<file path="src/bupq_pkg.sv">
package bupq_pkg;

  // Sizes
  localparam int QUEUE_DEPTH_DEF = 16;
  localparam int ADDR_W          = 16;
  localparam int VAL_W           = 8;
  localparam int LIMIT_W         = 16;
  localparam int KIND_W          = 3;
  localparam int BYTE_W          = 8;
  localparam int QUEUED_W        = 5;
  localparam int MODE_W          = 2;
  localparam int STEP_W          = 5;

  localparam logic [LIMIT_W-1:0] LIMIT_RESET = 16'd150;

  // Input modes
  localparam logic [MODE_W-1:0] MODE_POST   = 2'd0;
  localparam logic [MODE_W-1:0] MODE_UPLOAD = 2'd1;
  localparam logic [MODE_W-1:0] MODE_ACK    = 2'd2;
  localparam logic [MODE_W-1:0] MODE_TICK   = 2'd3;

  // Result kinds
  localparam logic [KIND_W-1:0] KIND_FRAME   = 3'd0;
  localparam logic [KIND_W-1:0] KIND_POSTED  = 3'd1;
  localparam logic [KIND_W-1:0] KIND_FULL    = 3'd2;
  localparam logic [KIND_W-1:0] KIND_ACKED   = 3'd3;
  localparam logic [KIND_W-1:0] KIND_TIMEOUT = 3'd4;
  localparam logic [KIND_W-1:0] KIND_EMPTY   = 3'd5;

  // Frame bytes
  localparam logic [BYTE_W-1:0] BYTE_SYNC0 = 8'h00;
  localparam logic [BYTE_W-1:0] BYTE_ESC   = 8'h7D;
  localparam logic [BYTE_W-1:0] BYTE_HEAD  = 8'h7E;
  localparam logic [BYTE_W-1:0] BYTE_FULL  = 8'h7F;

  // Sequencing types
  localparam logic [1:0] SEQ_NEXT = 2'd0;
  localparam logic [1:0] SEQ_JUMP = 2'd1;
  localparam logic [1:0] SEQ_COND = 2'd2;

  // Branch conditions
  localparam logic [2:0] COND_NONE  = 3'd0;
  localparam logic [2:0] COND_FULL  = 3'd1;
  localparam logic [2:0] COND_EMPTY = 3'd2;
  localparam logic [2:0] COND_MORE  = 3'd3;
  localparam logic [2:0] COND_LATCH = 3'd4;
  localparam logic [2:0] COND_AWAIT = 3'd5;
  localparam logic [2:0] COND_IDLEW = 3'd6;
  localparam logic [2:0] COND_LATE  = 3'd7;

  // Output byte sources
  localparam logic [2:0] BSEL_CONST = 3'd0;
  localparam logic [2:0] BSEL_COUNT = 3'd1;
  localparam logic [2:0] BSEL_AHI   = 3'd2;
  localparam logic [2:0] BSEL_ALO   = 3'd3;
  localparam logic [2:0] BSEL_VAL   = 3'd4;

  // Register ops
  localparam logic [1:0] OP_KEEP = 2'd0;
  localparam logic [1:0] OP_SET  = 2'd1;  // flag set, ticks load one
  localparam logic [1:0] OP_CLR  = 2'd2;
  localparam logic [1:0] OP_INC  = 2'd3;

  // Program steps
  localparam logic [STEP_W-1:0] S_IDLE = 5'd0;
  localparam logic [STEP_W-1:0] S_P0   = 5'd1;
  localparam logic [STEP_W-1:0] S_P1   = 5'd2;
  localparam logic [STEP_W-1:0] S_P2   = 5'd3;
  localparam logic [STEP_W-1:0] S_PF0  = 5'd4;
  localparam logic [STEP_W-1:0] S_PF1  = 5'd5;
  localparam logic [STEP_W-1:0] S_PF2  = 5'd6;
  localparam logic [STEP_W-1:0] S_U0   = 5'd7;
  localparam logic [STEP_W-1:0] S_U1   = 5'd8;
  localparam logic [STEP_W-1:0] S_U2   = 5'd9;
  localparam logic [STEP_W-1:0] S_U3   = 5'd10;
  localparam logic [STEP_W-1:0] S_U4   = 5'd11;
  localparam logic [STEP_W-1:0] S_U5   = 5'd12;
  localparam logic [STEP_W-1:0] S_U6   = 5'd13;
  localparam logic [STEP_W-1:0] S_U7   = 5'd14;
  localparam logic [STEP_W-1:0] S_U8   = 5'd15;
  localparam logic [STEP_W-1:0] S_U9   = 5'd16;
  localparam logic [STEP_W-1:0] S_U10  = 5'd17;
  localparam logic [STEP_W-1:0] S_AK0  = 5'd18;
  localparam logic [STEP_W-1:0] S_AK1  = 5'd19;
  localparam logic [STEP_W-1:0] S_UE   = 5'd20;
  localparam logic [STEP_W-1:0] S_A0   = 5'd21;
  localparam logic [STEP_W-1:0] S_A1   = 5'd22;
  localparam logic [STEP_W-1:0] S_T0   = 5'd23;
  localparam logic [STEP_W-1:0] S_T1   = 5'd24;
  localparam logic [STEP_W-1:0] S_T2   = 5'd25;
  localparam logic [STEP_W-1:0] S_TO0  = 5'd26;
  localparam logic [STEP_W-1:0] S_TO1  = 5'd27;

  // One control word
  typedef struct packed {
    logic [1:0]        seq;
    logic [2:0]        cond;
    logic [STEP_W-1:0] target;
    logic              emit;
    logic [KIND_W-1:0] kind;
    logic [2:0]        bsel;
    logic [BYTE_W-1:0] cbyte;
    logic              last;
    logic              last_cond;  // last on final node unless ack latched
    logic [1:0]        cnt_op;
    logic              mem_we;
    logic [1:0]        ptr_op;
    logic [1:0]        await_op;
    logic [1:0]        latch_op;
    logic [1:0]        tick_op;
  } ctrl_t;

  // Datapath flags seen by the sequencer
  typedef struct packed {
    logic full;
    logic empty;
    logic more;
    logic latch;
    logic await;
    logic late;
  } status_t;

  // Entry step for each mode
  function automatic logic [STEP_W-1:0] entry_step(input logic [MODE_W-1:0] mode);
    logic [STEP_W-1:0] s;
    case (mode)
      MODE_POST:   s = S_P0;
      MODE_UPLOAD: s = S_U0;
      MODE_ACK:    s = S_A0;
      MODE_TICK:   s = S_T0;
      default:     s = S_IDLE;
    endcase
    return s;
  endfunction

  // Microprogram
  function automatic ctrl_t rom_word(input logic [STEP_W-1:0] step);
    ctrl_t w;
    w = '0;
    case (step)
      // post
      S_P0: begin
        w.seq = SEQ_COND; w.cond = COND_FULL; w.target = S_PF0;
      end
      S_P1: begin
        w.mem_we = 1'b1; w.cnt_op = OP_INC;
      end
      S_P2: begin
        w.emit = 1'b1; w.kind = KIND_POSTED; w.last = 1'b1;
        w.seq = SEQ_JUMP; w.target = S_IDLE;
      end
      S_PF0: begin
        w.cnt_op = OP_CLR;
      end
      S_PF1: begin
        w.emit = 1'b1; w.kind = KIND_FULL; w.cbyte = BYTE_ESC;
      end
      S_PF2: begin
        w.emit = 1'b1; w.kind = KIND_FULL; w.cbyte = BYTE_FULL; w.last = 1'b1;
        w.seq = SEQ_JUMP; w.target = S_IDLE;
      end
      // upload
      S_U0: begin
        w.seq = SEQ_COND; w.cond = COND_EMPTY; w.target = S_UE; w.ptr_op = OP_CLR;
      end
      S_U1: begin
        w.emit = 1'b1; w.kind = KIND_FRAME; w.cbyte = BYTE_SYNC0;
      end
      S_U2: begin
        w.emit = 1'b1; w.kind = KIND_FRAME; w.cbyte = BYTE_ESC;
      end
      S_U3: begin
        w.emit = 1'b1; w.kind = KIND_FRAME; w.cbyte = BYTE_HEAD;
      end
      S_U4: begin
        w.emit = 1'b1; w.kind = KIND_FRAME; w.bsel = BSEL_COUNT;
      end
      S_U5: begin
        w.emit = 1'b1; w.kind = KIND_FRAME; w.bsel = BSEL_AHI;
      end
      S_U6: begin
        w.emit = 1'b1; w.kind = KIND_FRAME; w.bsel = BSEL_ALO;
      end
      S_U7: begin
        w.emit = 1'b1; w.kind = KIND_FRAME; w.bsel = BSEL_VAL;
        w.last_cond = 1'b1; w.ptr_op = OP_INC;
      end
      S_U8: begin
        w.seq = SEQ_COND; w.cond = COND_MORE; w.target = S_U5;
      end
      S_U9: begin
        w.seq = SEQ_COND; w.cond = COND_LATCH; w.target = S_AK0;
      end
      S_U10: begin
        w.await_op = OP_SET; w.tick_op = OP_SET;
        w.seq = SEQ_JUMP; w.target = S_IDLE;
      end
      // acknowledged: drop the store
      S_AK0: begin
        w.latch_op = OP_CLR; w.await_op = OP_CLR; w.tick_op = OP_CLR;
        w.cnt_op = OP_CLR;
      end
      S_AK1: begin
        w.emit = 1'b1; w.kind = KIND_ACKED; w.last = 1'b1;
        w.seq = SEQ_JUMP; w.target = S_IDLE;
      end
      S_UE: begin
        w.emit = 1'b1; w.kind = KIND_EMPTY; w.last = 1'b1;
        w.seq = SEQ_JUMP; w.target = S_IDLE;
      end
      // acknowledge
      S_A0: begin
        w.seq = SEQ_COND; w.cond = COND_AWAIT; w.target = S_AK0;
      end
      S_A1: begin
        w.latch_op = OP_SET; w.seq = SEQ_JUMP; w.target = S_IDLE;
      end
      // tick
      S_T0: begin
        w.seq = SEQ_COND; w.cond = COND_IDLEW; w.target = S_IDLE;
      end
      S_T1: begin
        w.seq = SEQ_COND; w.cond = COND_LATE; w.target = S_TO0;
      end
      S_T2: begin
        w.tick_op = OP_INC; w.seq = SEQ_JUMP; w.target = S_IDLE;
      end
      S_TO0: begin
        w.await_op = OP_CLR; w.latch_op = OP_CLR; w.tick_op = OP_CLR;
      end
      S_TO1: begin
        w.emit = 1'b1; w.kind = KIND_TIMEOUT; w.last = 1'b1;
        w.seq = SEQ_JUMP; w.target = S_IDLE;
      end
      default: begin
        w.seq = SEQ_JUMP; w.target = S_IDLE;
      end
    endcase
    return w;
  endfunction

endpackage

</file>
<file path="src/batch_upload_queue_with_ack_top.sv">
// Post: steps P0 to P2 after the accept, or P0 and PF0 to PF2 when the store is full.
//   Upload: header, a loop per node, an ACKED result with a latched ack, EMPTY when empty;
//   frame bytes stream one per cycle in the header, then three per node with a loop test gap.
// Acknowledge latches or drops the store; tick counts or times out. Each result holds out_valid
//   for one cycle; the receiver cannot stall, so the output side never holds the sequencer.
// Sync active-low reset clears count, flags and tick counter, sets the limit to 150; store kept.
module batch_upload_queue_with_ack_top #(
  parameter int QUEUE_DEPTH = bupq_pkg::QUEUE_DEPTH_DEF
) (
  input  logic                                clk,
  input  logic                                rst_n,
  input  logic                                start,
  output logic                                busy,
  input  logic [bupq_pkg::MODE_W-1:0]         in_mode,
  input  logic [bupq_pkg::ADDR_W-1:0]         in_node_address,
  input  logic [bupq_pkg::VAL_W-1:0]          in_node_value,
  input  logic                                cfg_wr_en,
  input  logic [bupq_pkg::LIMIT_W-1:0]        cfg_wr_data,
  output logic                                out_valid,
  output logic [bupq_pkg::KIND_W-1:0]         out_kind,
  output logic [bupq_pkg::BYTE_W-1:0]         out_byte,
  output logic [bupq_pkg::QUEUED_W-1:0]       out_queued,
  output logic                                out_last
);

  logic              accept;
  bupq_pkg::ctrl_t   ctrl;
  bupq_pkg::status_t status;

  // Input transfer
  assign accept = start & ~busy;

  bupq_seq u_seq (
    .clk    (clk),
    .rst_n  (rst_n),
    .accept (accept),
    .mode   (in_mode),
    .status (status),
    .ctrl   (ctrl),
    .busy   (busy)
  );

  bupq_dp #(
    .QUEUE_DEPTH (QUEUE_DEPTH)
  ) u_dp (
    .clk          (clk),
    .rst_n        (rst_n),
    .accept       (accept),
    .node_address (in_node_address),
    .node_value   (in_node_value),
    .cfg_wr_en    (cfg_wr_en),
    .cfg_wr_data  (cfg_wr_data),
    .ctrl         (ctrl),
    .status       (status),
    .out_valid    (out_valid),
    .out_kind     (out_kind),
    .out_byte     (out_byte),
    .out_queued   (out_queued),
    .out_last     (out_last)
  );

endmodule

</file>
<file path="src/bupq_seq.sv">
module bupq_seq (
  input  logic                            clk,
  input  logic                            rst_n,
  input  logic                            accept,
  input  logic [bupq_pkg::MODE_W-1:0]     mode,
  input  bupq_pkg::status_t               status,
  output bupq_pkg::ctrl_t                 ctrl,
  output logic                            busy
);

  logic [bupq_pkg::STEP_W-1:0] step_r;
  logic [bupq_pkg::STEP_W-1:0] step_nxt;
  logic                        cond_hit;

  // Control word for the current step
  assign ctrl = bupq_pkg::rom_word(step_r);
  assign busy = (step_r != bupq_pkg::S_IDLE);

  // Branch condition select
  always_comb begin
    case (ctrl.cond)
      bupq_pkg::COND_FULL:  cond_hit = status.full;
      bupq_pkg::COND_EMPTY: cond_hit = status.empty;
      bupq_pkg::COND_MORE:  cond_hit = status.more;
      bupq_pkg::COND_LATCH: cond_hit = status.latch;
      bupq_pkg::COND_AWAIT: cond_hit = status.await;
      bupq_pkg::COND_IDLEW: cond_hit = ~status.await;
      bupq_pkg::COND_LATE:  cond_hit = status.late;
      default:              cond_hit = 1'b0;
    endcase
  end

  // Next step: dispatch from idle, else follow the word
  always_comb begin
    step_nxt = step_r;
    if (step_r == bupq_pkg::S_IDLE) begin
      if (accept) begin
        step_nxt = bupq_pkg::entry_step(mode);
      end
    end else begin
      case (ctrl.seq)
        bupq_pkg::SEQ_JUMP: step_nxt = ctrl.target;
        bupq_pkg::SEQ_COND: step_nxt = cond_hit ? ctrl.target
                                                : step_r + bupq_pkg::STEP_W'(1);
        default:            step_nxt = step_r + bupq_pkg::STEP_W'(1);
      endcase
    end
  end

  always_ff @(posedge clk) begin
    if (!rst_n) begin
      step_r <= bupq_pkg::S_IDLE;
    end else begin
      step_r <= step_nxt;
    end
  end

endmodule

</file>
<file path="src/bupq_dp.sv">
module bupq_dp #(
  parameter int QUEUE_DEPTH = bupq_pkg::QUEUE_DEPTH_DEF
) (
  input  logic                              clk,
  input  logic                              rst_n,
  input  logic                              accept,
  input  logic [bupq_pkg::ADDR_W-1:0]       node_address,
  input  logic [bupq_pkg::VAL_W-1:0]        node_value,
  input  logic                              cfg_wr_en,
  input  logic [bupq_pkg::LIMIT_W-1:0]      cfg_wr_data,
  input  bupq_pkg::ctrl_t                   ctrl,
  output bupq_pkg::status_t                 status,
  output logic                              out_valid,
  output logic [bupq_pkg::KIND_W-1:0]       out_kind,
  output logic [bupq_pkg::BYTE_W-1:0]       out_byte,
  output logic [bupq_pkg::QUEUED_W-1:0]     out_queued,
  output logic                              out_last
);

  localparam int CNT_W = $clog2(QUEUE_DEPTH + 1);
  localparam int IDX_W = $clog2(QUEUE_DEPTH);

  // Node store
  logic [bupq_pkg::ADDR_W-1:0] addr_mem [QUEUE_DEPTH];
  logic [bupq_pkg::VAL_W-1:0]  val_mem  [QUEUE_DEPTH];
  logic [bupq_pkg::ADDR_W-1:0] rd_addr_r;
  logic [bupq_pkg::VAL_W-1:0]  rd_val_r;

  // Held input payload
  logic [bupq_pkg::ADDR_W-1:0] in_addr_r;
  logic [bupq_pkg::VAL_W-1:0]  in_val_r;

  logic [CNT_W-1:0]             count_r,  count_nxt;
  logic [CNT_W-1:0]             ptr_r,    ptr_nxt;
  logic                         await_r,  await_nxt;
  logic                         latch_r,  latch_nxt;
  logic [bupq_pkg::LIMIT_W-1:0] ticks_r,  ticks_nxt;
  logic [bupq_pkg::LIMIT_W-1:0] limit_r;
  logic                         ptr_last;
  logic [bupq_pkg::BYTE_W-1:0]  byte_sel;

  logic                         out_valid_r;
  logic [bupq_pkg::KIND_W-1:0]  out_kind_r;
  logic [bupq_pkg::BYTE_W-1:0]  out_byte_r;
  logic [bupq_pkg::QUEUED_W-1:0] out_queued_r;
  logic                         out_last_r;

  // Status flags for branching
  assign ptr_last      = ((ptr_r + CNT_W'(1)) == count_r);
  assign status.full   = (count_r == CNT_W'(QUEUE_DEPTH));
  assign status.empty  = (count_r == '0);
  assign status.more   = (ptr_r != count_r);
  assign status.latch  = latch_r;
  assign status.await  = await_r;
  assign status.late   = (ticks_r > limit_r);

  // Payload capture
  always_ff @(posedge clk) begin
    if (accept) begin
      in_addr_r <= node_address;
      in_val_r  <= node_value;
    end
  end

  // Store write at the fill position, registered read at the upload pointer
  always_ff @(posedge clk) begin
    if (ctrl.mem_we) begin
      addr_mem[count_r[IDX_W-1:0]] <= in_addr_r;
      val_mem[count_r[IDX_W-1:0]]  <= in_val_r;
    end
    if (ptr_r < CNT_W'(QUEUE_DEPTH)) begin
      rd_addr_r <= addr_mem[ptr_r[IDX_W-1:0]];
      rd_val_r  <= val_mem[ptr_r[IDX_W-1:0]];
    end
  end

  // Register ops from the control word
  always_comb begin
    case (ctrl.cnt_op)
      bupq_pkg::OP_INC: count_nxt = count_r + CNT_W'(1);
      bupq_pkg::OP_CLR: count_nxt = '0;
      default:          count_nxt = count_r;
    endcase
    case (ctrl.ptr_op)
      bupq_pkg::OP_INC: ptr_nxt = ptr_r + CNT_W'(1);
      bupq_pkg::OP_CLR: ptr_nxt = '0;
      default:          ptr_nxt = ptr_r;
    endcase
    case (ctrl.await_op)
      bupq_pkg::OP_SET: await_nxt = 1'b1;
      bupq_pkg::OP_CLR: await_nxt = 1'b0;
      default:          await_nxt = await_r;
    endcase
    case (ctrl.latch_op)
      bupq_pkg::OP_SET: latch_nxt = 1'b1;
      bupq_pkg::OP_CLR: latch_nxt = 1'b0;
      default:          latch_nxt = latch_r;
    endcase
    case (ctrl.tick_op)
      bupq_pkg::OP_SET: ticks_nxt = bupq_pkg::LIMIT_W'(1);
      bupq_pkg::OP_CLR: ticks_nxt = '0;
      bupq_pkg::OP_INC: ticks_nxt = ticks_r + bupq_pkg::LIMIT_W'(1);
      default:          ticks_nxt = ticks_r;
    endcase
  end

  always_ff @(posedge clk) begin
    if (!rst_n) begin
      count_r <= '0;
      ptr_r   <= '0;
      await_r <= 1'b0;
      latch_r <= 1'b0;
      ticks_r <= '0;
      limit_r <= bupq_pkg::LIMIT_RESET;
    end else begin
      count_r <= count_nxt;
      ptr_r   <= ptr_nxt;
      await_r <= await_nxt;
      latch_r <= latch_nxt;
      ticks_r <= ticks_nxt;
      if (cfg_wr_en) begin
        limit_r <= cfg_wr_data;
      end
    end
  end

  // Output byte source
  always_comb begin
    case (ctrl.bsel)
      bupq_pkg::BSEL_COUNT: byte_sel = bupq_pkg::BYTE_W'(count_r);
      bupq_pkg::BSEL_AHI:   byte_sel = rd_addr_r[15:8];
      bupq_pkg::BSEL_ALO:   byte_sel = rd_addr_r[7:0];
      bupq_pkg::BSEL_VAL:   byte_sel = rd_val_r;
      default:              byte_sel = ctrl.cbyte;
    endcase
  end

  // Result register: one transfer per emitting step
  always_ff @(posedge clk) begin
    if (!rst_n) begin
      out_valid_r <= 1'b0;
    end else begin
      out_valid_r <= ctrl.emit;
    end
  end

  always_ff @(posedge clk) begin
    if (ctrl.emit) begin
      out_kind_r   <= ctrl.kind;
      out_byte_r   <= byte_sel;
      out_queued_r <= bupq_pkg::QUEUED_W'(count_r);
      out_last_r   <= ctrl.last | (ctrl.last_cond & ptr_last & ~latch_r);
    end
  end

  assign out_valid  = out_valid_r;
  assign out_kind   = out_kind_r;
  assign out_byte   = out_byte_r;
  assign out_queued = out_queued_r;
  assign out_last   = out_last_r;

endmodule
</file>
<file path="config.mk">
export PLATFORM = sky130hd
export DESIGN_NAME = batch_upload_queue_with_ack_top
export DESIGN_NICKNAME = d
export VERILOG_FILES = /design/src/bupq_pkg.sv /design/src/batch_upload_queue_with_ack_top.sv /design/src/bupq_seq.sv /design/src/bupq_dp.sv
export SDC_FILE = /design/constraint.sdc
export NUM_CORES = 1
export LEC_CHECK = 0
export BUFFER_PORTS_ARGS = -buffer_cell sky130_fd_sc_hd__clkbuf_2
export CAP_MARGIN = 25
export CORE_MARGIN = 3
export CORE_UTILIZATION = 50
export CTS_CLUSTER_DIAMETER = 60
export DETAILED_ROUTE_END_ITERATION = 16
export HOLD_SLACK_MARGIN = 0.15
export PLACE_DENSITY = 0.68
export SLEW_MARGIN = 20
export SYNTH_ARGS = -nofsm -noshare
export SYNTH_HDL_FRONTEND = slang
export SYNTH_SLANG_ARGS = --single-unit
</file>
<file path="constraint.sdc">
create_clock -name clk -period 5.55 [get_ports clk]
set_input_delay 0.555 -clock clk [delete_from_list [all_inputs] [get_ports clk]]
set_output_delay 0.555 -clock clk [all_outputs]
set_load 0.03 [all_outputs]
</file>
---- After elaboration in Yosys (flattened, before gate mapping) ----
Memories as Yosys holds them, arrays and structs flattened. A register that Yosys moved wholly into a read port is not among the register bits.
Index checks and enable logic that the tools add are counted.
storage, ports and cells
  bits in writable memories ............... 384
  logic and storage cells ................. 133
  flip-flop bits (word level) ............. 91
  output and inout port bits .............. 19
  bits of input ports ..................... 46
  memories ................................ 2
memory list
  name           words  bits a word  read ports  clocked after Yosys merged registers in  wr ports  line           text
  u_dp.addr_mem  16     16           1           1                                        1         bupq_dp.sv:24  logic [bupq_pkg::ADDR_W-1:0] addr_mem [QUEUE_DEPTH];
  u_dp.val_mem   16     8            1           1                                        1         bupq_dp.sv:25  logic [bupq_pkg::VAL_W-1:0] val_mem [QUEUE_DEPTH];
operators by class
  add/sub/neg operators ................... 4
  multiplexer cells ....................... 28
  bitwise logic cells ..................... 7
  equality and inequality tests ........... 58
  order comparisons ....................... 2
  reduce and logical (&&, ||, !) cells .... 18
operators by type and width
  operator               number
  $eq 5x5->1 const B     13
  $pmux 16 s3            1
  $eq 5x4->1 const B     8
  $pmux 8 s4             1
  $pmux 5 s2             3
  $pmux 5 s5             1
  $pmux 4 s6             1
  $eq 2x2->1 const B     11
  $pmux 3 s7             1
  $pmux 7 s3             1
  $eq 5x3->1 const B     4
  $pmux 2 s2             5
  $pmux 5 s4             1
  $add 16x1->16 const B  1
  $gt 16x16->1           1
  $add 5x1->5 const B    3
  $eq 3x3->1 const B     5
  $mux 5                 3
  $reduce_or 7->1        2
  $eq 3x2->1 const B     4
  $pmux 3 s4             1
  $reduce_or 12->1       1
  $eq 2x1->1 const B     5
  $eq 5x2->1 const B     2
  other kinds (20)       38

---- Longest topological paths before layout ----
  word-level depth ........................ 7
  depth in mapped cells ................... 10

---- By module ----
A second synthesis with hierarchy kept.
unflattened totals
  cell total of the unflattened synthesis .. 1129
  area, all modules ....................... 20544.7 sq um
modules (own cells, without submodules)
  module                           cells an instance  area an instance (sq um)  instances  sequential area each (sq um)
  bupq_dp                          974                19468.7                   1          14383.8
  bupq_seq                         154                1062.3                    1          100.1
  batch_upload_queue_with_ack_top  1                  13.8                      1          0.0

---- Least setup slack after synthesis ----
OpenSTA, ideal clock, no wires.
  path kind ............................... reg-to-reg
  start point ............................. reg u_seq.step_r[0] in the netlist's numbering
  end point ............................... mem u_dp.addr_mem[3][0] in the netlist's numbering (enable)
  data required time ...................... 5.115 ns
  arrival ................................. 3.009 ns
  clock period less this slack ............ 3.444 ns
  stages on the path, launching flop included .. 8
  path buffers ............................ 1
  setup slack ............................. 2.106 ns
  library setup time ...................... 0.435 ns
  cells stage by stage .................... dfxtp_1 -> inv_1 -> ha_1 -> nor2b_1 -> and2_1 -> clkbuf_1 -> nand2_1 -> nor3_1
on the way
  longest elaborated chain between the ends .. 4
ends and longest elaborated chain
  what                          line             text
  start, declared               bupq_seq.sv:11   logic [bupq_pkg::STEP_W-1:0] step_r;
  start signal, assigned        bupq_seq.sv:52   step_r <= bupq_pkg::S_IDLE;
  start signal, assigned        bupq_seq.sv:54   step_r <= step_nxt;
  $eq 5x2->1                    bupq_pkg.sv:140  case (step)
  $mux 1                        bupq_pkg.sv:140
  $mux 1                        bupq_dp.sv:67    if (ctrl.mem_we) begin
  $mux 1 (implied by the code)  bupq_dp.sv:68    addr_mem[count_r[IDX_W-1:0]] <= in_addr_r;
  end, declared                 bupq_dp.sv:24
No other way between the ends.

---- Worst setup path in the final report ----
  start point ............................. reg u_seq.step_r[2] in the netlist's numbering
  end point ............................... reg u_dp.out_byte_r (netlist bit u_dp.out_byte[5]) (data pin)
on the way
  longest elaborated chain between the ends .. 4
  elaborated cells between the ends (all ways) .. 16
  classes of those cells .................. eq/ne: 12; mux: 3; reduce/logical: 1
ends and longest elaborated chain
  what                                           line             text
  $eq 5x4->1 or $eq 5x3->1 (tied branches)       bupq_pkg.sv:140
  $pmux 3 s4 or $reduce_or 2->1 (tied branches)  --
  $eq 3x3->1 (tied with other cells)             bupq_dp.sv:129   case (ctrl.bsel)
  $pmux 8 s4 (*)                                 bupq_dp.sv:129
  via u_dp.byte_sel, one bit                     bupq_dp.sv:40    logic [bupq_pkg::BYTE_W-1:0] byte_sel;
  end signal, assigned                           bupq_dp.sv:150   out_byte_r <= byte_sel;
  end, declared                                  bupq_dp.sv:44    logic [bupq_pkg::BYTE_W-1:0] out_byte_r;
Mark *: on every way through the listed nets, which the timed path passes. The rest lies on a longest branch.
A chain may end at the register's enable or synchronous reset.

==> results.cfg <==
[pwr]
power_density_mw_per_mm2 = 386.8
switchingPower_mw = 2.157
intPower_mw = 6.651
p_clk_share_pct = 37.8
power_frac_seq_pct = 53.9
power.total_mw = 8.808
vdd_ir_drop_max_mv = 0.2661
swShare_pct = 24.49
p_leak_nw = 7.436
p_comb_share_pct = 8.3

[layout]
n_antenna_cell = 0
multi_input_area_mm2 = 0.005161
area_growth_pct = 14.68
seq_area_mm2 = 0.01449
fillers = 2931
finalNetCount = 1252
drive_gt1_share_pct = 24.61

[yosys]
syn_nets = 1150
ys_seq_elements = 499
syn_inst = 1075
synth_edf_count = 449
synth_warnings = 0
synthFlopType = edfxtp_1
synthTopCellsByCount = 449 x edfxtp_1, 120 x mux4_2, 72 x nor2_1, 50 x dfxtp_1, 48 x nand2_1
yosysMostFrequentCell = edfxtp_1
postSynthAreaPerCell_um2 = 18.47
ys_seq_area_share_pct = 72.95
synth_top_area_cell = edfxtp_1
yosys.area.top_type_share_pct = 67.91
async_flop_share_pct = 0
synth.distinct_cells = 56
netlist_area_mm2 = 0.01986
netlist_top_cells_area = edfxtp_1 68%, mux4_2 14%, dfxtp_1 5.0%

[global_routing]
grt_use_total_pct = 19.84
grt_pass1_vias = 10130
grt_pass1_wl_um = 62000
antenna_found_initial = 0
grt_max_degree = 69
grt_overflow_total = 0

[cts]
clk_pin_slew_worst_paths_ns = 0.06
clock-sinks = 499
tritoncts = built
cts_root_buf = clkbuf_16
clock_path_buffers = 3
htree_num_levels = 2
cts_buffers = 50
insertion_delay_ns = 0.59
cts_setup_buffers = 0

[sta]
rsz0062_at_grt = false
relSlewSlack_pct = 31.75
fin_crit_sh_pct = 58.20
setup_viol = 0
worst_pin_slew_ns = 1.021
slew_viol_final = 0
fmax_mhz = 309.6
finalCriticalPeriod_ns = 3.230
hold_viol_final = 0
clock_skew_ns = 0.01722
setup_tns_ns = 0

[detailed_routing]
viasPerCell = 5.770
vias = 10020
firstDrtPassIters = 5
drc = 0
drt_iter0_markers = 856
ant_nets = 0
wl_per_cell_um = 23.44
routed_wl_um = 40720

[setup_path]
timing.rr.end = u_dp.out_byte[5]
cp_max_fo = 24
end_kind = flop
worstPathArrival_ns = 3.64
worstRegToRegCells = 6
path_class = reg -> reg
rrSetupSlack_ns = 2.32
worstPathRequired_ns = 5.96
worstSetupStartpointType = flop
crit-reg2reg-launch = u_seq.step_r[2]

[floorplanning]
start_util_pct = 51.02
die_width_um = 205.3
core_mm2 = 0.03892
die_height_um = 205.3
rows = 72
dieArea_mm2 = 0.04214
io_pins = 65

[flow_run]
maxCapViolCount = 0

[worst_hold_path]
hold_start = cfg_wr_data[1]
hp-class = in -> reg
min_path_cells = 3
min_to = u_dp.limit_r[1]

[placement]
dp_hpwl_um = 23370
port_buffers = 64
gp_congestion = 0.8388

[run_status]
status = completed
routing by layer:
layer | vias to the layer above | GRT usage, % | wire (µm)
li1 | 4530 | - | -
met1 | 5142 | 28.49 | 17700
met2 | 288 | 31.05 | 19390
met3 | 62 | 4.398 | 2668
met4 | 0 | 5.736 | 960
met5 | - | 0 | 0
kinds of logic (layout without fill, tap and decap cells):
kind of cell | after synthesis | after routing | synth area share [%]
xor+xnor | 25 | 25 | 1.103
buf+inv | 84 | 228 | 1.619
compound gates | 103 | 103 | 3.397
mux | 134 | 134 | 14.32
simple gates | 201 | 201 | 4.783
flops | 499 | 499 | 72.95
fa+ha+maj | 29 | 29 | 1.827
worst max-delay path: stages (launching register included):
cell	delay, ns
dfxtp_1	0.85
inv_1	0.30
nor2_1	0.53
nand2_1	0.18
nor3_1	0.73
a222oi_1	0.24
o21ai_0	0.23
power by group through the flow:
stage / logic (mW) / clock network, mW / registers [mW]
3_3_place_gp: 0.717 / 0 / 4.81
4_1_cts: 0.741 / 3.40 / 4.75
5_1_grt: 0.808 / 3.56 / 4.78
3_5_place_dp: 0.725 / 0 / 4.83
6_report: 0.734 / 3.33 / 4.74
2_1_floorplan: 0.426 / 0 / 4.78
repair_timing:
item,CTS,global route
endpoints found under the hold margin,24,0
hold buffers,24,0
resized for setup,0,0
flip-flops by register name, summed over array words and instances (netlist names), 8 cells and up:
signal	count
u_dp.in_addr_r	16
u_dp.in_val_r	8
u_dp.limit_r	16
u_dp.rd_val_r	8
u_dp.rd_addr_r	16
u_dp.addr_mem	256
u_dp.val_mem	128
u_dp.out_byte	8
u_dp.ticks_r	16
how the worst max path moves through the flow:
stage,depth (start not counted),slack (ns),end,from
finish,6,2.32,u_dp.out_byte[5],u_seq.step_r[2]
CTS,8,2.23,u_dp.count_r[4],u_seq.step_r[0]
global placement,8,2.47,u_dp.count_r[4],u_seq.step_r[0]
floorplan,7,2.11,u_dp.addr_mem[3][0],u_seq.step_r[0]
detailed placement,8,2.34,u_dp.count_r[4],u_seq.step_r[0]
global route,6,1.99,u_dp.out_byte[1],u_seq.step_r[2]
cell usage in the layout, fill, tap and decap left out, types with 10 or more instances in the layout:
| cell type | instances |
|---|---|
| inv_1 | 29 |
| nor2_1 | 60 |
| clkbuf_16 | 51 |
| a21oi_1 | 29 |
| ha_1 | 29 |
| edfxtp_1 | 449 |
| nor2_4 | 12 |
| dlygate4sd3_1 | 24 |
| o21ai_0 | 28 |
| dfxtp_1 | 47 |
| clkinv_1 | 13 |
| xor2_1 | 20 |
| nand3_1 | 25 |
| clkbuf_2 | 64 |
| mux2i_1 | 13 |
| buf_4 | 12 |
| mux4_2 | 120 |
| nand2_1 | 48 |
| clkinv_2 | 10 |
cell type report:
type	count	share of cell area (%)
Clock buffer	58	5.720
Clock inverter	36	1.456
Inverter	31	0.5110
Multi-Input combinational cell	492	22.67
Sequential cell	499	63.65
Tap cell	518	2.846
Timing Repair Buffer	103	3.154
metrics by stage:
stage                     cell area (µm²)  worst slack (ns)  hold slack, ns  std cells  util (%)
final                               22770             2.320          0.2041       1737     58.51
after global routing                22770             1.993          0.1853       1737     58.51
after CTS                           22720             2.226          0.1721       1735     58.39
after detailed placement            20850             2.340          0.4818       1617     53.57
after global placement              20850             2.465          0.4737       1617     53.57
after floorplan                     19860             2.106          0.4064       1075         -
Power figures use the tool's default switching activity.
